$ cat src/sv/mub_pkg.sv
// shared types and constants for the masked integer upscale blit
// no dependencies; every other file takes names from here by scope
package mub_pkg;

	localparam int DEF_DISPLAY_WIDTH  = 1024;
	localparam int DEF_DISPLAY_HEIGHT = 600;
	localparam int DEF_MAX_REGIONS    = 4;
	localparam int DEF_MAX_SCALE      = 8;

	// job queue between front and back
	localparam int QDEPTH = 4;
	localparam int QPTR_W = $clog2(QDEPTH);
	localparam int QCNT_W = $clog2(QDEPTH + 1);

	typedef enum logic [2:0] {
		REG_DEST_X0      = 3'd0,
		REG_DEST_Y0      = 3'd1,
		REG_SCALE        = 3'd2,
		REG_REGION_COUNT = 3'd3,
		REG_REGION_0     = 3'd4,
		REG_REGION_1     = 3'd5,
		REG_REGION_2     = 3'd6,
		REG_REGION_3     = 3'd7
	} cfg_reg_t;

	typedef struct packed {
		logic [11:0] src_col;
		logic [11:0] src_row;
		logic [15:0] src_color;
	} pixel_t;

	typedef struct packed {
		logic [11:0] dst_col;
		logic [11:0] dst_row;
		logic [15:0] dst_color;
		logic        last_write;
	} result_t;

	// clipped destination block, inclusive bounds
	typedef struct packed {
		logic [11:0] xlo;
		logic [11:0] xhi;
		logic [11:0] ylo;
		logic [11:0] yhi;
		logic [15:0] color;
	} job_t;

	typedef struct packed {
		logic full;
		logic empty;
	} q_stat_t;

endpackage

$ cat src/sv/mub_front.sv
// front end: takes source pixels, tests the opaque rectangles, scales and clips
// depends on mub_pkg
module mub_front #(
	parameter int DISPLAY_WIDTH  = mub_pkg::DEF_DISPLAY_WIDTH,
	parameter int DISPLAY_HEIGHT = mub_pkg::DEF_DISPLAY_HEIGHT,
	parameter int MAX_REGIONS    = mub_pkg::DEF_MAX_REGIONS,
	parameter int MAX_SCALE      = mub_pkg::DEF_MAX_SCALE
) (
	input  logic                          clk,
	input  logic                          arst_n,
	input  logic                          start,
	input  mub_pkg::pixel_t               pixel,
	output logic                          busy,
	input  logic signed [12:0]            dest_x0,
	input  logic signed [12:0]            dest_y0,
	input  logic [3:0]                    scale,
	input  logic [2:0]                    region_count,
	input  logic [MAX_REGIONS-1:0][63:0]  regions,
	input  mub_pkg::q_stat_t              q_stat,
	output logic                          push,
	output mub_pkg::job_t                 job
);

	localparam logic signed [16:0] W_S = 17'(DISPLAY_WIDTH);
	localparam logic signed [16:0] H_S = 17'(DISPLAY_HEIGHT);

	logic              accept;
	logic [3:0]        s_eff;
	logic [2:0]        cnt_eff;
	logic              hit;
	logic [14:0]       prod_x, prod_y;
	logic signed [16:0] bx, by;

	logic               v_s1;
	logic               hit_s1;
	logic signed [16:0] bx_s1, by_s1;
	logic [3:0]         s_s1;
	logic [15:0]        color_s1;

	logic signed [16:0] xe, ye;
	logic               empty_blk;
	logic               need;

	assign accept = start & ~busy;

	always_comb begin
		if (scale == 4'd0)
			s_eff = 4'd1;
		else if (scale > 4'(MAX_SCALE))
			s_eff = 4'(MAX_SCALE);
		else
			s_eff = scale;
		cnt_eff = (region_count > 3'(MAX_REGIONS)) ? 3'(MAX_REGIONS) : region_count;
	end

	// rectangles are tested side by side
	always_comb begin
		logic [16:0] lim_x, lim_y;
		logic [16:0] col_e, row_e;
		hit   = 1'b0;
		col_e = {5'b0, pixel.src_col};
		row_e = {5'b0, pixel.src_row};
		for (int i = 0; i < MAX_REGIONS; i++) begin
			lim_x = {1'b0, regions[i][15:0]} + {1'b0, regions[i][47:32]};
			lim_y = {1'b0, regions[i][31:16]} + {1'b0, regions[i][63:48]};
			if (i < int'(cnt_eff) &&
			    col_e >= {1'b0, regions[i][15:0]} && col_e < lim_x &&
			    row_e >= {1'b0, regions[i][31:16]} && row_e < lim_y)
				hit = 1'b1;
		end
	end

	assign prod_x = {3'b0, pixel.src_col} * {11'b0, s_eff};
	assign prod_y = {3'b0, pixel.src_row} * {11'b0, s_eff};
	assign bx = $signed({{4{dest_x0[12]}}, dest_x0}) + $signed({2'b0, prod_x});
	assign by = $signed({{4{dest_y0[12]}}, dest_y0}) + $signed({2'b0, prod_y});

	always_ff @(posedge clk or negedge arst_n) begin
		if (!arst_n) begin
			v_s1 <= 1'b0;
		end else begin
			v_s1 <= accept | busy;
		end
	end

	always_ff @(posedge clk) begin
		if (accept) begin
			hit_s1   <= hit;
			bx_s1    <= bx;
			by_s1    <= by;
			s_s1     <= s_eff;
			color_s1 <= pixel.src_color;
		end
	end

	// clip the block to the display
	assign xe = bx_s1 + $signed({13'b0, s_s1}) - 17'sd1;
	assign ye = by_s1 + $signed({13'b0, s_s1}) - 17'sd1;
	assign empty_blk = (xe < 17'sd0) || (bx_s1 >= W_S) || (ye < 17'sd0) || (by_s1 >= H_S);
	assign need = ~hit_s1 & ~empty_blk;

	assign busy = v_s1 & need & q_stat.full;
	assign push = v_s1 & need & ~q_stat.full;

	always_comb begin
		job.xlo   = (bx_s1 < 17'sd0) ? 12'd0 : bx_s1[11:0];
		job.ylo   = (by_s1 < 17'sd0) ? 12'd0 : by_s1[11:0];
		job.xhi   = (xe >= W_S) ? 12'(DISPLAY_WIDTH - 1) : xe[11:0];
		job.yhi   = (ye >= H_S) ? 12'(DISPLAY_HEIGHT - 1) : ye[11:0];
		job.color = color_s1;
	end

endmodule

$ cat src/sv/mub_fifo.sv
// short job queue between the front and back ends
// depends on mub_pkg
module mub_fifo (
	input  logic             clk,
	input  logic             arst_n,
	input  logic             push,
	input  mub_pkg::job_t    wr_job,
	input  logic             pop,
	output mub_pkg::job_t    head,
	output mub_pkg::q_stat_t stat
);

	mub_pkg::job_t                  mem_q [mub_pkg::QDEPTH];
	logic [mub_pkg::QPTR_W-1:0]     wr_ptr_q, rd_ptr_q;
	logic [mub_pkg::QCNT_W-1:0]     count_q;

	assign stat.full  = (count_q == mub_pkg::QCNT_W'(mub_pkg::QDEPTH));
	assign stat.empty = (count_q == '0);
	assign head       = mem_q[rd_ptr_q];

	always_ff @(posedge clk or negedge arst_n) begin
		if (!arst_n) begin
			wr_ptr_q <= '0;
			rd_ptr_q <= '0;
			count_q  <= '0;
		end else begin
			if (push)
				wr_ptr_q <= wr_ptr_q + 1'b1;
			if (pop)
				rd_ptr_q <= rd_ptr_q + 1'b1;
			if (push && !pop)
				count_q <= count_q + 1'b1;
			else if (pop && !push)
				count_q <= count_q - 1'b1;
		end
	end

	always_ff @(posedge clk) begin
		if (push)
			mem_q[wr_ptr_q] <= wr_job;
	end

	a_no_overflow: assert property (@(posedge clk) disable iff (!arst_n)
		push |-> !stat.full) else $error("job queue overflow");
	a_no_underflow: assert property (@(posedge clk) disable iff (!arst_n)
		pop |-> !stat.empty) else $error("job queue underflow");

endmodule

$ cat src/sv/mub_back.sv
// back end: walks each clipped block row by row, one write per cycle while it holds a block
// depends on mub_pkg
module mub_back (
	input  logic             clk,
	input  logic             arst_n,
	input  mub_pkg::job_t    head,
	input  mub_pkg::q_stat_t q_stat,
	output logic             pop,
	output logic             result_valid,
	output mub_pkg::result_t result
);

	logic        act_q;
	logic [11:0] x_q, y_q, xlo_q, xhi_q, yhi_q;
	logic [15:0] color_q;
	logic        last;
	logic        load;

	assign last = (x_q == xhi_q) && (y_q == yhi_q);
	assign load = ~q_stat.empty & (~act_q | last);
	assign pop  = load;

	always_ff @(posedge clk or negedge arst_n) begin
		if (!arst_n) begin
			act_q        <= 1'b0;
			result_valid <= 1'b0;
		end else begin
			act_q        <= load | (act_q & ~last);
			result_valid <= act_q;
		end
	end

	always_ff @(posedge clk) begin
		if (act_q) begin
			result.dst_col    <= x_q;
			result.dst_row    <= y_q;
			result.dst_color  <= color_q;
			result.last_write <= last;
		end
		if (load) begin
			x_q     <= head.xlo;
			y_q     <= head.ylo;
			xlo_q   <= head.xlo;
			xhi_q   <= head.xhi;
			yhi_q   <= head.yhi;
			color_q <= head.color;
		end else if (act_q && !last) begin
			if (x_q == xhi_q) begin
				x_q <= xlo_q;
				y_q <= y_q + 12'd1;
			end else begin
				x_q <= x_q + 12'd1;
			end
		end
	end

	// writes of one block come without gaps
	a_no_gap: assert property (@(posedge clk) disable iff (!arst_n)
		result_valid && !result.last_write |=> result_valid)
		else $error("gap inside a block");

endmodule

$ cat src/sv/masked_integer_upscale_blit.sv
// a visible pixel passes the front stage register, the job queue and the back end position and
// output registers before its writes; throughput: one source pixel per cycle into the front while
// busy is low; the back end issues one write per cycle while it holds a block, one per pixel
// of the clipped block (at most MAX_SCALE squared); masked or off-display pixels give no writes;
// a 4-entry job queue decouples the two ends; writes cannot be held off by the receiver
// reset: arst_n asynchronous active low; registers return to origin 0, scale 1, no regions
module masked_integer_upscale_blit #(
	parameter int DISPLAY_WIDTH  = mub_pkg::DEF_DISPLAY_WIDTH,
	parameter int DISPLAY_HEIGHT = mub_pkg::DEF_DISPLAY_HEIGHT,
	parameter int MAX_REGIONS    = mub_pkg::DEF_MAX_REGIONS,
	parameter int MAX_SCALE      = mub_pkg::DEF_MAX_SCALE
) (
	input  logic             clk,
	input  logic             arst_n,
	// source pixel command
	input  logic             start,
	input  mub_pkg::pixel_t  pixel,
	output logic             busy,
	// configuration writes
	input  logic             cfg_we,
	input  logic [2:0]       cfg_index,
	input  logic [63:0]      cfg_data,
	// destination writes
	output logic             result_valid,
	output mub_pkg::result_t result
);

	// configuration registers
	logic signed [12:0]           dest_x0_q, dest_y0_q;
	logic [3:0]                   scale_q;
	logic [2:0]                   region_count_q;
	logic [MAX_REGIONS-1:0][63:0] region_q;

	// front to queue, queue to back
	logic             push, pop;
	mub_pkg::job_t    push_job, head_job;
	mub_pkg::q_stat_t q_stat;

	// scalar registers decode
	always_ff @(posedge clk or negedge arst_n) begin
		if (!arst_n) begin
			dest_x0_q      <= '0;
			dest_y0_q      <= '0;
			scale_q        <= 4'd1;
			region_count_q <= '0;
		end else if (cfg_we) begin
			unique case (mub_pkg::cfg_reg_t'(cfg_index))
				mub_pkg::REG_DEST_X0:      dest_x0_q      <= cfg_data[12:0];
				mub_pkg::REG_DEST_Y0:      dest_y0_q      <= cfg_data[12:0];
				mub_pkg::REG_SCALE:        scale_q        <= cfg_data[3:0];
				mub_pkg::REG_REGION_COUNT: region_count_q <= cfg_data[2:0];
				default: ;
			endcase
		end
	end

	// rectangle registers; rectangles past MAX_REGIONS are never enabled, so not kept
	for (genvar g = 0; g < MAX_REGIONS; g++) begin : g_region
		always_ff @(posedge clk or negedge arst_n) begin
			if (!arst_n) begin
				region_q[g] <= '0;
			end else if (cfg_we && cfg_index == 3'(int'(mub_pkg::REG_REGION_0) + g)) begin
				region_q[g] <= cfg_data;
			end
		end
	end

	// accept, mask test, scale and clip
	mub_front #(
		.DISPLAY_WIDTH (DISPLAY_WIDTH),
		.DISPLAY_HEIGHT(DISPLAY_HEIGHT),
		.MAX_REGIONS   (MAX_REGIONS),
		.MAX_SCALE     (MAX_SCALE)
	) u_front (
		.clk         (clk),
		.arst_n      (arst_n),
		.start       (start),
		.pixel       (pixel),
		.busy        (busy),
		.dest_x0     (dest_x0_q),
		.dest_y0     (dest_y0_q),
		.scale       (scale_q),
		.region_count(region_count_q),
		.regions     (region_q),
		.q_stat      (q_stat),
		.push        (push),
		.job         (push_job)
	);

	// clipped blocks waiting for the back end
	mub_fifo u_fifo (
		.clk   (clk),
		.arst_n(arst_n),
		.push  (push),
		.wr_job(push_job),
		.pop   (pop),
		.head  (head_job),
		.stat  (q_stat)
	);

	// one destination write transfer per cycle while a block is in hand
	mub_back u_back (
		.clk         (clk),
		.arst_n      (arst_n),
		.head        (head_job),
		.q_stat      (q_stat),
		.pop         (pop),
		.result_valid(result_valid),
		.result      (result)
	);

	// every write lands on the display
	a_on_display: assert property (@(posedge clk) disable iff (!arst_n)
		result_valid |-> (result.dst_col <= 12'(DISPLAY_WIDTH - 1)) &&
		                 (result.dst_row <= 12'(DISPLAY_HEIGHT - 1)))
		else $error("write outside the display");

endmodule
$ cat config.mk
export PLATFORM = sky130hd
export DESIGN_NAME = masked_integer_upscale_blit
export DESIGN_NICKNAME = d
export VERILOG_FILES = /design/src/sv/mub_pkg.sv /design/src/sv/mub_front.sv /design/src/sv/mub_fifo.sv /design/src/sv/mub_back.sv /design/src/sv/masked_integer_upscale_blit.sv
export SDC_FILE = /design/constraint.sdc
export NUM_CORES = 1
export LEC_CHECK = 0
export ABC_AREA = 1
export BUFFER_PORTS_ARGS = -buffer_cell sky130_fd_sc_hd__buf_2
export CORE_MARGIN = 4
export CORE_UTILIZATION = 28
export DETAILED_ROUTE_END_ITERATION = 7
export PLACE_DENSITY = 0.5
export REMOVE_ABC_BUFFERS = 1
export SLEW_MARGIN = 20
export SYNTH_ARGS = -nofsm -noshare
export SYNTH_HDL_FRONTEND = slang
export SYNTH_SLANG_ARGS = --single-unit
$ cat constraint.sdc
create_clock -name clk -period 7.15 [get_ports clk]
set_input_delay 2.145 -clock clk [delete_from_list [all_inputs] [get_ports clk]]
set_output_delay 2.145 -clock clk [all_outputs]
set_load 0.01 [all_outputs]
=== Word level (Yosys, flattened, before mapping) ===
Memory sizes are Yosys's and may differ from the RTL's.
Cells that the tools add are included.

* Bitwise operators: 17
* Multiply operators: 2
* Divide/modulo/power cells: 0
* Shift-type cells: 0
* Add/sub/neg operators: 20
* Equality and inequality tests: 10
* $lt $le $gt $ge: 30
* Reductions and logical operators: 42
* Muxes and demuxes: 18

{| class="wikitable"
|+ Operator list
! cell !! count
|-
| adder 16 x 16 -> 17 bit || 8
|-
| < comparator 12 x 17 -> 1 bit || 8
|-
| >= comparator 12 x 16 -> 1 bit || 8
|-
| two-way mux 12 bit || 10
|-
| < comparator 17 x 1 -> 1 bit (second input constant) || 4
|-
| adder 13 x 16 -> 17 bit || 2
|-
| adder 17 x 5 -> 17 bit || 2
|-
| >= comparator 17 x 11 -> 1 bit (second input constant) || 2
|-
| >= comparator 17 x 12 -> 1 bit (second input constant) || 2
|-
| subtractor 17 x 2 -> 17 bit (second input constant) || 2
|-
| multiplier 12 x 4 -> 15 bit || 2
|-
| adder 12 x 1 -> 12 bit (second input constant) || 2
|-
| == test 12 bit || 2
|-
| logical AND 1 bit || 24
|-
| == test 3 bit (second input constant) || 5
|-
| AND reduction 2 bit || 5
|-
| two-way mux 3 bit || 3
|-
| two-way mux 4 bit || 2
|-
| bitwise AND 1 bit || 7
|-
| inverter 1 bit || 7
|-
| == test 3 x 2 -> 1 bit (second input constant) || 2
|-
| zero test 3 bit || 2
|-
| < comparator 1 x 3 -> 1 bit (first input constant) || 2
|-
| < comparator 2 x 3 -> 1 bit (first input constant) || 2
|-
| other kinds (13) || 24
|}

* Input bits: 111
* Memories: 1
* Latch bits: 0
* Bits in read-only memories: 0
* Output and inout bits: 43
* Bits in registers: 471
* RAM bits: 256

{| class="wikitable"
|+ Memories
! memory !! depth !! bits a word !! read ports !! clocked after memory_dff !! wr ports !! RTL line !! text
|-
| u_fifo.mem_q || 4 || 64 || 1 || 0 || 1 || mub_fifo.sv:13 || <nowiki>mub_pkg::job_t mem_q [mub_pkg::QDEPTH];</nowiki>
|}

=== Depth between registers and ports, before layout ===
Gate-level depths: netlist of the first run.

* Word-level depth: 14
* Depth in mapped cells: 25

=== Modules after synthesis ===
From an unflattened synthesis of the first run, not the netlist that was laid out.

* Cell total of the unflattened synthesis: 5371
* Area total of the unflattened synthesis: 46051.7 µm²

{| class="wikitable"
|+ Modules (own cells, without submodules)
! module !! instances !! area an instance (µm²) !! sequential area each (µm²) !! cells an instance
|-
| mub_front || 1 || 19344.8 || 1676.6 || 2957
|-
| masked_integer_upscale_blit || 1 || 11021.8 || 7233.2 || 1249
|-
| mub_fifo || 1 || 10872.9 || 7862.5 || 795
|-
| mub_back || 1 || 4812.1 || 3563.4 || 370
|}

=== Worst setup path after synthesis of the first run ===
OpenSTA, ideal clock, no wires.

* Path type: input to register
* Start: input pixel[29] in the netlist's numbering
* End: register u_front.bx_s1[14], data pin
* Arrival: 5617 ps
* Stages on the path: 21
* Setup slack: 1271 ps
* Buffers on the path: 0
* Path through: nand2_1 -> inv_1 -> fa_1 -> inv_1 -> fa_1 -> inv_1 -> ha_1 -> a21oi_1 -> nand2_1 -> a21oi_1 -> nor2_1 -> nor2_1 -> xor2_1 -> inv_1 -> ha_1 -> nand2_1 -> o21ai_1 -> a21boi_0 -> o21ai_0 -> a21oi_1 -> xor2_1

* Word-level cells in the longest chain between the ends: 2

{| class="wikitable"
|+ Ends and longest elaborated chain
! item !! RTL line !! text
|-
| start: declaration || masked_integer_upscale_blit.sv:17 || <nowiki>input mub_pkg::pixel_t pixel,</nowiki>
|-
| multiplier 12 x 4 -> 15 bit || mub_front.sv:73 || <nowiki>assign prod_x = {3'b0, pixel.src_col} * {11'b0, s_eff};</nowiki>
|-
| adder 13 x 16 -> 17 bit || mub_front.sv:75 || <nowiki>assign bx = $signed({{4{dest_x0[12]}}, dest_x0}) + $signed({2'b0, prod_x});</nowiki>
|-
| named net u_front.bx[14] || mub_front.sv:32 || <nowiki>logic signed [16:0] bx, by;</nowiki>
|-
| end signal: assignment || mub_front.sv:89 || <nowiki>bx_s1 <= bx;</nowiki>
|-
| end: declaration || mub_front.sv:36 || <nowiki>logic signed [16:0] bx_s1, by_s1;</nowiki>
|}

The timed path passes the listed nets, and every way through them passes these cells.
A chain may end at the register's enable or synchronous reset.

=== Worst setup path after layout of the first run ===
* Start: input pixel[19] in the netlist's numbering
* End: register u_front.by_s1[15], data pin

* Word-level cells in the longest chain between the ends: 2

{| class="wikitable"
|+ Ends and longest elaborated chain
! item !! RTL line !! text
|-
| multiplier 12 x 4 -> 15 bit || mub_front.sv:74 || <nowiki>assign prod_y = {3'b0, pixel.src_row} * {11'b0, s_eff};</nowiki>
|-
| adder 13 x 16 -> 17 bit || mub_front.sv:76 || <nowiki>assign by = $signed({{4{dest_y0[12]}}, dest_y0}) + $signed({2'b0, prod_y});</nowiki>
|-
| named net u_front.by[15] || mub_front.sv:32 ||
|-
| end signal: assignment || mub_front.sv:90 || <nowiki>by_s1 <= by;</nowiki>
|-
| end: declaration || mub_front.sv:36 ||
|}

The timed path passes the listed nets, and every way through them passes these cells.

==> summary.txt, run 1 <==
Critical path
  • CP dominant cell by count: a21oi_1
  • Arrival @ worst endpoint: 6.22 ns
  • Worst-path cell chain: buf_2 > inv_1 > nor2_1 > fa_1 > inv_1 > fa_1 > inv_1 > ha_1 > a21oi_1 > o21bai_1 > a21oi_1 > o21ai_0 > a21oi_1 > o21bai_1 > xor2_1 > inv_1 > ha_1 > a21oi_1 > o31ai_1 > a21oi_1 > nand2_1 > xor2_1
  • Reg-to-Reg Start: scale_q[1]$_DFFE_PN0P_
  • Startpoint types: input port
  • Slowest CP cell: fa_1
  • Critical Path Sink Type: flop
  • Worst Path Buf+Inv: 5
  • CP peak stage delay: 0.52 ns
  • Reg2reg end: u_front.by_s1[15]$_DFFE_PP_
  • Crit Path Max Fanout: 4
  • CP top delay family: adder cells
  • Worst R2R Setup Slack: 1.60 ns
  • Type of the worst setup path: input port to flop
  • Required @ worst endpoint: 7.54 ns
  • Reg2Reg Depth: 24

Synthesis
  • Post-Synth Simple-Gate Area: 15.5%
  • Primary FF master, synth: edfxtp_1
  • Main combinational cell family by area after synthesis: simple AND/OR/NAND/NOR gates
  • Yosys cell types: 57
  • Synth Area in XOR/XNOR: 4.12%
  • Synth top area share: 29.3%
  • Post-synth EDFFs: 428
  • Post-synthesis mux area share: 0.0257%
  • Asr flop ratio synth: 41.1%
  • Syn_area_per_cell: 8.97 um^2
  • Top area cells in the synthesized netlist: edfxtp_1, dfrtp_1, ha_1, nand2_1, inv_1
  • Sequential share of the synthesized area: 46.4%
  • FF+latch count, synth: 727
  • Mapped Area: 43,800 um^2
  • Synth Warn #: 0
  • Cell taking the most area after synthesis: edfxtp_1
  • Compound-Gate Fraction of Synth Area: 12.0%
  • Adder-cell area share of the yosys netlist: 15.2%
  • Syn Inst Count: 4,884

Clocking
  • Clk buf depth: 3
  • Postcts setup bufs: 0
  • Clk sinks: 727
  • Reg clk slew, reported paths: 0.06 ns
  • Inserted Clock Buffers: 87
  • H-tree level count: 3
  • CTS tree: done
  • Root buf cell: clkbuf_16
  • Hold buffers post-CTS: 0
  • Resize count post-CTS: 0
  • Clock latency on the worst-skew pair: 0.71 ns

Detailed routing
  • Routed vias: 32,743
  • Top Layer Used: met4
  • TritonRoute pass-1 iters: 5
  • Metal-1 WL: 54.7 mm
  • Drt total wl: 120 mm
  • Met2 wire len: 57.5 mm
  • Met3 Routed Length: 4.48 mm
  • Antenna-violating nets left: 0
  • Initial drt markers: 1,978
  • Mean routed wirelength per cell: 16.7 um
  • Vias per cell: 4.57
  • DRC viols: 0

Floorplan
  • CORE AREA: 155,000 um^2
  • Ports: 154
  • Initial Utilization: 28.3%
  • Die H: 404 um
  • FP Rows: 144
  • Die ar.: 163,000 um^2
  • Die X: 404 um

Power and ir drop
  • PD cells: 377 nW/um^2
  • Worst VDD drop: 0.238 mV
  • Leak: 23.3 nW

Run
  • Max cap viols: 0

Worst hold path
  • Worst hold stages: 0
  • HP Class: flop to flop
  • Hold Path End: u_back.result[5]$_DFFE_PP_
  • Worst Min Path Start: u_back.color_q[4]$_DFFE_PP_

Timing
  • Max Slew Vio Count: 0
  • Fin. Hold Viols: 0
  • RSZ-0062 raised after global routing: no
  • Setup ws final: 1.32 ns
  • Relative slew slack: 29.7%
  • Clock Skew: 0.0756 ns
  • Final setup fails: 0
  • Worst slew pin tran: 1.05 ns
  • F_max: 172 MHz
  • Min Hold Slack: 0.418 ns
  • Final period utilization: 81.5%
  • Setup total negative slack: 0 ns
  • Min cycle time layout: 5.83 ns

Global routing
  • Vias in the first global route: 31,994
  • Largest net degree at the start of global routing: 133
  • First-pass GRT wire length: 187 mm
  • Global route total overflow: 0
  • GRT Total Usage: 14.5%
  • Antenna violations before repair: 4

Cells and area
  • Share of post-route cells with drive strength above 1: 7.52%
  • Final core utilization: 32.4%
  • Multi-input logic area: 20,600 um^2
  • Filler Cell Count: 16,033
  • Register area: 20,300 um^2
  • Synth-to-Final Area Change: 14.4%
  • Net count, final: 5,663

Run status
  • Status: finished, final reports clean

Placed design
  • Final Wtd Congestion: 0.828
  • IO buf count: 153
  • HPWL Detailed: 89.2 mm
  • DP Worst Slack: 0.662 ns
[worst max path at each step]
stage	endpoint	slack (ns)	cells past startpoint	start
floorplan	region_q[192]$_DFFE_PN0P_	-1.58	3	cfg_we
global placement	u_front.bx_s1[14]$_DFFE_PP_	0.69	22	pixel[30]
detailed placement	u_front.by_s1[15]$_DFFE_PP_	0.66	22	pixel[18]
CTS	u_front.by_s1[15]$_DFFE_PP_	1.36	22	pixel[18]
global route	u_front.bx_s1[15]$_DFFE_PP_	0.89	23	pixel[31]
finish	u_front.by_s1[15]$_DFFE_PP_	1.32	22	pixel[19]
[metal layers]
layer  vias to the layer above  track usage, %
li1                      16610               -
met1                     15419            18.9
met2                       566            25.1
met3                       148            1.96
met4                         0            4.36
met5                         -               0
[through the flow]
step / power (W) / cells / area, um^2
6_report: 0.0189 / 7170 / 50100
3_5_place_dp: 0.0144 / 7005 / 47100
2_1_floorplan: 0.0119 / 4764 / 43400
3_3_place_gp: 0.0143 / 7005 / 47100
4_1_cts: 0.0191 / 7167 / 50100
5_1_grt: 0.0205 / 7169 / 50100
[layout make-up]
cell class	instances	share of cell area (%)
antenna	3	0.0150
clock buffer	109	4.61
clock inverter	53	1.38
inverter	667	5.00
multi-input combinational	3370	41.1
sequential	727	40.6
tap	2044	5.10
timing repair buffer	197	2.26
[placed cells by master, fill, tap and decap left out, types with 117 or more instances in the layout]
master	n
nand2_1	998
inv_1	661
o21ai_0	468
ha_1	449
nor2_1	429
edfxtp_1	428
a21oi_1	333
dfrtp_1	295
buf_2	152
nand3_1	151
xor2_1	117
[flip-flops by register name (all words and copies together), names as in the netlist, 2 cells and up]
| register | count |
|---|---|
| dest_x0_q | 13 |
| dest_y0_q | 13 |
| region_count_q | 3 |
| region_q | 256 |
| scale_q | 4 |
| u_back.color_q | 16 |
| u_back.result | 41 |
| u_back.x_q | 12 |
| u_back.xhi_q | 12 |
| u_back.xlo_q | 12 |
| u_back.y_q | 12 |
| u_back.yhi_q | 12 |
| u_fifo.count_q | 3 |
| u_fifo.mem_q | 256 |
| u_fifo.rd_ptr_q | 2 |
| u_fifo.wr_ptr_q | 2 |
| u_front.bx_s1 | 17 |
| u_front.by_s1 | 17 |
| u_front.color_s1 | 16 |
| u_front.s_s1 | 4 |
[where the power goes]
group | switching, W | internal, W
Sequential | 0.000538 | 0.00554
Clock | 0.00191 | 0.00272
Combinational | 0.00528 | 0.00291
Total | 0.00773 | 0.0112
[cells by family after synthesis]
family                   after synthesis
multiplexers                           1
flip-flops                           727
adder cells (fa/ha/maj)              502
AND/OR/NAND/NOR                     1684
AO/OA/AOI/OAI                        979
buffers and inverters                787
XOR/XNOR                             204
[synthesized netlist by cell type (all sizes together), types with 21 or more instances]
library cell and count:
nand2 1008, inv 665, o21ai 484, ha 449
nor2 437, edfxtp 428, a21oi 336, dfrtp 298
nand3 151, xor2 118, clkbuf 114, xnor2 86
o22ai 62, fa 53, nor3 32, nand4 27
a31oi 26, o21bai 21
(Power assumes the default switching activity.)
==> run 2: changes to the inputs <==
--- a/config.mk
+++ b/config.mk
@@ -5,7 +5,7 @@
 export SDC_FILE = /design/constraint.sdc
 export NUM_CORES = 1
 export LEC_CHECK = 0
-export ABC_AREA = 1
+export ABC_AREA = 0
 export BUFFER_PORTS_ARGS = -buffer_cell sky130_fd_sc_hd__buf_2
 export CORE_MARGIN = 4
 export CORE_UTILIZATION = 28
==> constraint.sdc (replaced) <==
create_clock -name clk -period 6 [get_ports clk]
set_input_delay 1.8 -clock clk [delete_from_list [all_inputs] [get_ports clk]]
set_output_delay 1.8 -clock clk [all_outputs]
set_load 0.01 [all_outputs]
==> run 2 against run 1 <==
First-iteration DRC count decreased by 32%. Synthesized cell count fell by 28%. Combinational power rose by 34%. Global-route usage shrank 0.44 points. Design area down 0.91%. Via count fell by 15%. Highest routed layer is now met5.
==> summary.txt, run 2 <==
Run status
  • Status: finished, final reports clean

Detailed routing
  • DRC viols: 0 (unchanged)
  • Mean routed wirelength per cell: 18.8 um (+12%)
  • Antenna-violating nets left: 0 (unchanged)
  • Routed vias: 27,717 (-15%)
  • TritonRoute pass-1 iters: 5 (unchanged)
  • Drt total wl: 111 mm (-7.3%)
  • Initial drt markers: 1,340 (-32%)
  • Vias per cell: 4.68 (+2.5%)

Synthesis
  • Yosys cell types: 88 (+54%)
  • Most frequent cell after synthesis: ha_1
  • Synth Area in XOR/XNOR: 4.15% (+0.027 points)
  • Top area cells in the synthesized netlist: edfxtp_1, dfrtp_1, ha_1, mux2_2, mux4_2
  • Post-synthesis mux area share: 10.8% (+11 points)
  • Asr flop ratio synth: 41.1% (unchanged)
  • Syn Inst Count: 3,501 (-28%)
  • Sequential share of the synthesized area: 47.9% (+1.5 points)
  • Primary FF master, synth: edfxtp_1
  • Synth top area share: 30.3% (+0.93 points)
  • Main combinational cell family by area after synthesis: adder cells
  • Cell taking the most area after synthesis: edfxtp_1
  • Syn_area_per_cell: 12.1 um^2 (+35%)
  • Mapped Area: 42,500 um^2 (-3.1%)
  • Compound-Gate Fraction of Synth Area: 9.98% (-2.0 points)
  • Post-synth EDFFs: 428 (unchanged)
  • Synth Warn #: 0 (unchanged)
  • Synth cell count leaders: ha_1, edfxtp_1, dfrtp_1
  • FF+latch count, synth: 727 (unchanged)
  • Adder-cell area share of the yosys netlist: 15.7% (+0.48 points)
  • Post-Synth Simple-Gate Area: 8.22% (-7.2 points)

Global routing
  • GRT Total Usage: 14.1% (-0.44 points)
  • Met3 Track Usage GR: 3.25% (+1.3 points)
  • Vias in the first global route: 28,925 (-9.6%)
  • GR Util met2: 23.8% (-1.3 points)
  • Antenna violations before repair: 33 (+29)
  • Largest net degree at the start of global routing: 97 (-27%)
  • First-pass GRT wire length: 172 mm (-7.9%)
  • Global route total overflow: 0 (unchanged)
  • GR Layer Usage met1: 17.9% (-1.0 points)
  • GR peak layer: met2

Critical path
  • Required @ worst endpoint: 6.42 ns (-1.12 ns)
  • Critical Path Sink Type: flop
  • Reg2Reg Depth: 21 (-13%)
  • Arrival @ worst endpoint: 6.18 ns (-0.04 ns)
  • Worst R2R Setup Slack: 0.42 ns (-1.18 ns)
  • Reg-to-Reg Start: scale_q[3]$_DFFE_PN0P_
  • Reg2reg end: u_front.bx_s1[15]$_DFFE_PP_
  • Worst-path cell chain: buf_2 > nand2_1 > fa_1 > inv_1 > fa_1 > ha_1 > a21o_1 > a21oi_1 > o21bai_1 > a21oi_1 > nor2b_1 > o21a_1 > nor3_1 > nor2_1 > o41a_1 > xor2_1 > ha_1 > and3_1 > a211o_1 > a21oi_1 > xnor2_1
  • Startpoint types: input port
  • Slowest CP cell: fa_1
  • CP dominant cell by count: a21oi_1
  • Crit Path Max Fanout: 5 (+1)
  • Type of the worst setup path: input port to flop
  • CP peak stage delay: 0.53 ns (about the same)

Cells and area
  • Synth-to-Final Area Change: 16.9%
  • Finished Layout Cells: 5,921 (-17%)
  • Largest regs: region_q x256, u_fifo.mem_q x256, u_back.result x41
  • Net count, final: 4,428 (-22%)
  • Filler Cell Count: 15,131 (-5.6%)
  • Share of post-route cells with drive strength above 1: 21.2% (+14 points)
  • Finished Cell Area: 49,700 um^2 (-0.91%)
  • Commonest non-fill, non-tap cells in the layout: ha_1, edfxtp_1, dfrtp_1
  • Most common cell after layout, fill and taps aside: ha_1

Timing
  • Relative slew slack: 26.8% (-2.9 points)
  • Setup ws final: 0.243 ns (-1.08 ns)
  • RSZ-0062 raised after global routing: no
  • Clock Skew: 0.0271 ns (-0.0485 ns)
  • Max Slew Vio Count: 0 (unchanged)
  • Final period utilization: 95.9%
  • F_max: 174 MHz
  • Min cycle time layout: 5.76 ns
  • Fin. Hold Viols: 0 (unchanged)
  • Worst slew pin tran: 1.10 ns (+0.0431 ns)
  • Final setup fails: 0 (unchanged)

Placed design
  • DP Worst Slack: -0.483 ns (-1.15 ns)
  • IO buf count: 153 (unchanged)
  • Dpl cells: 5,741 (-18%)
  • Cell area after placement: 46,700 um^2 (-0.98%)
  • Final Wtd Congestion: 0.858 (+3.7%)
  • HPWL Detailed: 83.5 mm (-6.4%)

Worst hold path
  • Worst Min Path Start: u_back.color_q[0]$_DFFE_PP_
  • Hold Path End: u_back.result[1]$_DFFE_PP_
  • Worst hold stages: 0 (unchanged)
  • HP Class: flop to flop

Power and ir drop
  • Worst VDD drop: 0.252 mV (+5.9%)
  • Design Power: 0.0237 W (+26%)
  • PD cells: 478 nW/um^2 (+27%)
  • Internal Power: 0.0148 W (+33%)
  • Leak: 20.8 nW (-10%)
  • Combinational power share: 46.2% (+2.9 points)
  • NetSw: 0.00890 W (+15%)
  • Clk pwr share: 22.7% (-1.8 points)
  • Switching share of power: 37.5% (-3.4 points)
  • Flop pwr share: 31.1% (-1.1 points)

Clocking
  • H-tree level count: 3 (unchanged)
  • CTS tree: done
  • Reg clk slew, reported paths: 0.06 ns (about the same)
  • Inserted Clock Buffers: 86 (-1.1%)
  • Root buf cell: clkbuf_16
  • Clock latency on the worst-skew pair: 0.69 ns (-0.02 ns)
  • Clk buf depth: 3 (unchanged)
  • Clk sinks: 727 (unchanged)

Floorplan
  • Die H: 398 um (-1.5%)
  • Die X: 398 um (-1.5%)
  • Die ar.: 158,000 um^2 (-3.0%)
  • Initial Utilization: 28.3% (-0.052 points)
  • Ports: 154 (unchanged)
  • CORE AREA: 150,000 um^2 (-2.9%)
  • FP Rows: 142 (-1.4%)

Run
  • Max cap viols: 0 (unchanged)
-- run 2: cell count changes after synthesis, moves of 54 or more --
cell / change
nand2_1: -821
nor2_1: -266
mux2_2: +270
o21ai_1: +70
and2_1: +72
mux4_2: +64
clkbuf_1: -54
nand3_1: -96
o21ai_0: -369
a21oi_1: -161
inv_1: -384
-- run 2: power by group through the flow --
stage	sequential [W]	clock, W	combinational (W)
3_3_place_gp	0.00749	0	0.0108
5_1_grt	0.00751	0.00577	0.0124
3_5_place_dp	0.00751	0	0.0109
2_1_floorplan	0.00735	0	0.00759
4_1_cts	0.00741	0.00558	0.0110
6_report	0.00739	0.00538	0.0110
-- run 2: critical path, delay by kind of cell --
kind / cells / cell delay [ns]
AO/OA/AOI/OAI: 8 / 1.69
adder cells (fa/ha/maj): 4 / 1.66
XOR/XNOR: 2 / 0.29
buffers and inverters: 2 / 0.19
AND/OR/NAND/NOR: 5 / 0.57
-- run 2: kinds of logic after synthesis --
family | Yosys count
xor gates and xnor gates | 199
DFF | 727
buffers and inverters | 357
adders and majority gates | 502
muxes | 345
and+or+nand+nor | 710
AOI/OAI and AO/OA | 661
-- run 2: per-layer routing --
layer	wire, um	vias to the layer above
met5	74	-
met4	3660	14
met3	6240	180
met2	52200	446
met1	48900	13564
li1	-	13513
-- run 2: area by class of cell --
type                    count  area [um^2]  share of cell area [%]
flip-flops and latches    727        20300                    40.9
diodes                     17         42.5                  0.0856
repair buffers            300         1940                    3.91
clock inverters            50          536                    1.08
well taps                2016         2520                    5.08
clock buffers             111         2380                    4.78
multi-input cells        2417        20900                    42.0
inverters                 283         1070                    2.15
-- run 2: worst max-delay path by stage --
stage,slack (ns),depth (start not counted),end,from
after floorplan,-1.84,3,region_q[0]$_DFFE_PN0P_,cfg_index[0]
after global placement,-0.44,21,u_front.bx_s1[15]$_DFFE_PP_,pixel[28]
after detailed placement,-0.48,20,u_front.bx_s1[15]$_DFFE_PP_,pixel[28]
after CTS,0.02,15,busy,u_front.by_s1[2]$_DFFE_PP_
after global routing,0.003,15,busy,u_front.bx_s1[2]$_DFFE_PP_
final,0.24,21,u_front.bx_s1[15]$_DFFE_PP_,pixel[30]
-- run 2: timing repair --
item	CTS	global route
gates resized for setup	2	5
setup endpoints to repair	1	3
pin swaps	0	1
buffers inserted	0	2
hold buffers	0	0
-- run 2: per-stage QoR --
step           util [%]  TNS [ns]  hold WS (ns)
2_1_floorplan         -   -112.48         0.400
3_3_place_gp       31.0     -3.09         0.403
3_5_place_dp       31.0     -3.64         0.406
4_1_cts            33.0         0         0.420
5_1_grt            33.0         0         0.424
6_report           33.1         0         0.418
==> run 3: changes to the inputs <==
--- a/config.mk
+++ b/config.mk
@@ -7,7 +7,6 @@
 export LEC_CHECK = 0
 export ABC_AREA = 0
 export BUFFER_PORTS_ARGS = -buffer_cell sky130_fd_sc_hd__buf_2
-export CORE_MARGIN = 4
 export CORE_UTILIZATION = 28
 export DETAILED_ROUTE_END_ITERATION = 7
 export PLACE_DENSITY = 0.5
==> run 3 against run 2 <==
Register-to-register slack better by 0.20 ns. Critical path type unchanged. Critical endpoint is now u_front.by_s1[16]$_DFFE_PP_. Highest routed layer unchanged. Combinational power about the same. Design area about the same. Routed wire length up 0.10%. Core utilization about the same. Clock skew up 0.00087 ns. Cell count down 0.29%. Clock power down 1%.
==> summary.txt, run 3 (synthesis gave the netlist of run 2 again) <==
Run status
  • Status: finished, final reports clean

Floorplan
  • Die H: 392 um (-1.5%)
  • Initial Utilization: 28.3% (+0.033 points)
  • CORE AREA: 150,000 um^2 (-0.12%)
  • Ports: 154 (unchanged)
  • FP Rows: 142 (unchanged)
  • Die X: 392 um (-1.5%)
  • Die ar.: 153,000 um^2 (-3.0%)

Placed design
  • HPWL Detailed: 83.5 mm (about the same)
  • IO buf count: 153 (unchanged)
  • Dpl cells: 5,740 (-0.017%)
  • Final Wtd Congestion: 0.840 (-2.1%)

Critical path
  • Arrival @ worst endpoint: 6.16 ns (-0.02 ns)
  • Critical Path Sink Type: flop
  • Type of the worst setup path: input port to flop
  • Reg-to-Reg Start: scale_q[3]$_DFFE_PN0P_
  • Setup crit start: pixel[17]
  • CP dominant cell by count: a21oi_1
  • Required @ worst endpoint: 6.43 ns (about the same)
  • Crit Path Max Fanout: 6 (+1)
  • CP peak stage delay: 0.53 ns (about the same)
  • Worst-path cell chain: buf_2 > nand2_1 > fa_1 > inv_1 > fa_1 > fa_1 > a21o_1 > a21oi_1 > o21bai_1 > a21oi_1 > nor2b_1 > o21a_1 > nor2_1 > xnor2_1 > ha_1 > nand3_1 > nand2_1 > a41oi_1 > a21oi_1 > a21o_1 > a21oi_1 > xnor2_1
  • Startpoint types: input port
  • Slowest CP cell: fa_1

Clocking
  • H-tree level count: 3 (unchanged)
  • CTS tree: done
  • Inserted Clock Buffers: 86 (unchanged)
  • Clk sinks: 727 (unchanged)
  • Root buf cell: clkbuf_16
  • Hold buffers post-CTS: 0 (unchanged)
  • Clock latency on the worst-skew pair: 0.71 ns (+0.02 ns)
  • Clk buf depth: 3 (unchanged)
  • Reg clk slew, reported paths: 0.06 ns (about the same)

Run
  • Max cap viols: 0 (unchanged)

Detailed routing
  • Initial drt markers: 1,394 (+4.0%)
  • Routed vias: 27,797 (+0.29%)
  • DRC viols: 0 (unchanged)
  • Drt total wl: 111 mm (+0.10%)
  • Vias per cell: 4.71 (+0.58%)
  • Mean routed wirelength per cell: 18.8 um (+0.39%)
  • Antenna-violating nets left: 0 (unchanged)
  • TritonRoute pass-1 iters: 7 (+2)

Timing
  • F_max: 175 MHz (+0.52%)
  • Max Slew Vio Count: 0 (unchanged)
  • Final period utilization: 95.4% (-0.50 points)
  • RSZ-0062 raised after global routing: no
  • Worst slew pin tran: 1.10 ns (+0.00229 ns)
  • Final setup fails: 0 (unchanged)
  • Relative slew slack: 26.3% (-0.55 points)
  • Clock Skew: 0.0280 ns (+0.000875 ns)
  • Min cycle time layout: 5.73 ns (-0.0299 ns)
  • Fin. Hold Viols: 0 (unchanged)

Power and ir drop
  • PD cells: 475 nW/um^2 (-0.44%)
  • Worst VDD drop: 0.250 mV (-0.99%)
  • Leak: 20.8 nW (-0.16%)

Cells and area
  • Synth-to-Final Area Change: 16.9% (about the same)
  • Register area: 20,300 um^2 (unchanged)
  • Final core utilization: 33.1% (about the same)
  • Net count, final: 4,426 (-0.045%)
  • Commonest non-fill, non-tap cells in the layout: ha_1, edfxtp_1, dfrtp_1
  • Share of post-route cells with drive strength above 1: 20.9% (-0.33 points)
  • Finished Layout Cells: 5,904 (-0.29%)
  • Multi-input logic area: 20,800 um^2 (about the same)
  • Filler Cell Count: 15,056 (-0.50%)
  • Largest regs: region_q x256, u_fifo.mem_q x256, u_back.result x41
  • Most common cell after layout, fill and taps aside: ha_1

Worst hold path
  • Worst Min Path Start: u_back.color_q[3]$_DFFE_PP_
  • HP Class: flop to flop

Global routing
  • GRT Total Usage: 14.6% (+0.47 points)
  • Antenna violations before repair: 23 (-30%)
  • Global route total overflow: 0 (unchanged)
  • First-pass GRT wire length: 170 mm (-0.91%)
  • Vias in the first global route: 28,615 (-1.1%)
  • Largest net degree at the start of global routing: 103 (+6.2%)
## run 3: area by class of cell
type	instances	area share, %
Timing Repair Buffer	298	4.03
Tap cell	2016	5.08
Clock buffer	119	4.85
Sequential cell	727	41.0
Inverter	283	2.15
Multi-Input combinational cell	2417	42.0
Clock inverter	38	0.910
Antenna cell	6	0.0302
## run 3: final timing paths
path | to | slack (ns) | cells after the start
min in group asynchronous | region_q[250]$_DFFE_PN0P_ | 1.14 | 1
hold reg to reg | u_back.result[4]$_DFFE_PP_ | 0.42 | 0
hold / removal | u_back.result[4]$_DFFE_PP_ | 0.42 | 0
setup / recovery | u_front.by_s1[16]$_DFFE_PP_ | 0.27 | 22
max in group asynchronous | region_q[33]$_DFFE_PN0P_ | 3.68 | 2
setup reg to reg | u_front.bx_s1[15]$_DFFE_PP_ | 0.62 | 21
## run 3: routing by layer
layer / vias up / share of wire [%] / global-route usage (%)
met2: 443 / 49 / 25.1
met5: - / 0.14 / 0
met3: 172 / 4.1 / 2.80
met1: 13662 / 44 / 18.3
met4: 24 / 2.7 / 4.25
li1: 13496 / - / -
## run 3: timing repair
| item | CTS | global route |
|---|---|---|
| gates cloned | 0 | 0 |
| gates resized for setup | 2 | 5 |
| setup endpoints to repair | 1 | 3 |
| pin swaps | 0 | 1 |
| setup buffers | 0 | 1 |
## run 3: through the flow
| step | TNS [ns] | instance area, um^2 | worst slack [ns] | hold WS, ns | total power (W) |
|---|---|---|---|---|---|
| 5_1_grt | 0 | 49600 | 0.00205 | 0.433 | 0.0255 |
| 3_5_place_dp | -3.54 | 46700 | -0.471 | 0.405 | 0.0184 |
| 3_3_place_gp | -3.36 | 46700 | -0.458 | 0.402 | 0.0183 |
| 6_report | 0 | 49600 | 0.273 | 0.418 | 0.0236 |
| 4_1_cts | 0 | 49600 | 0.0208 | 0.418 | 0.0239 |
| 2_1_floorplan | -112.48 | 42200 | -1.84 | 0.400 | 0.0149 |
## run 3: where the power goes
part | switching, W | internal, W
Clock | 0.00221 | 0.00308
Combinational | 0.00600 | 0.00489
Sequential | 0.000693 | 0.00673
Total | 0.00890 | 0.0147
## run 3: critical path, delay by kind of cell
family,cells,cell delay (ns)
fa+ha+maj,4,1.80
compound gates,9,1.64
simple gates,5,0.44
buf+inv,2,0.24
xor+xnor,2,0.21
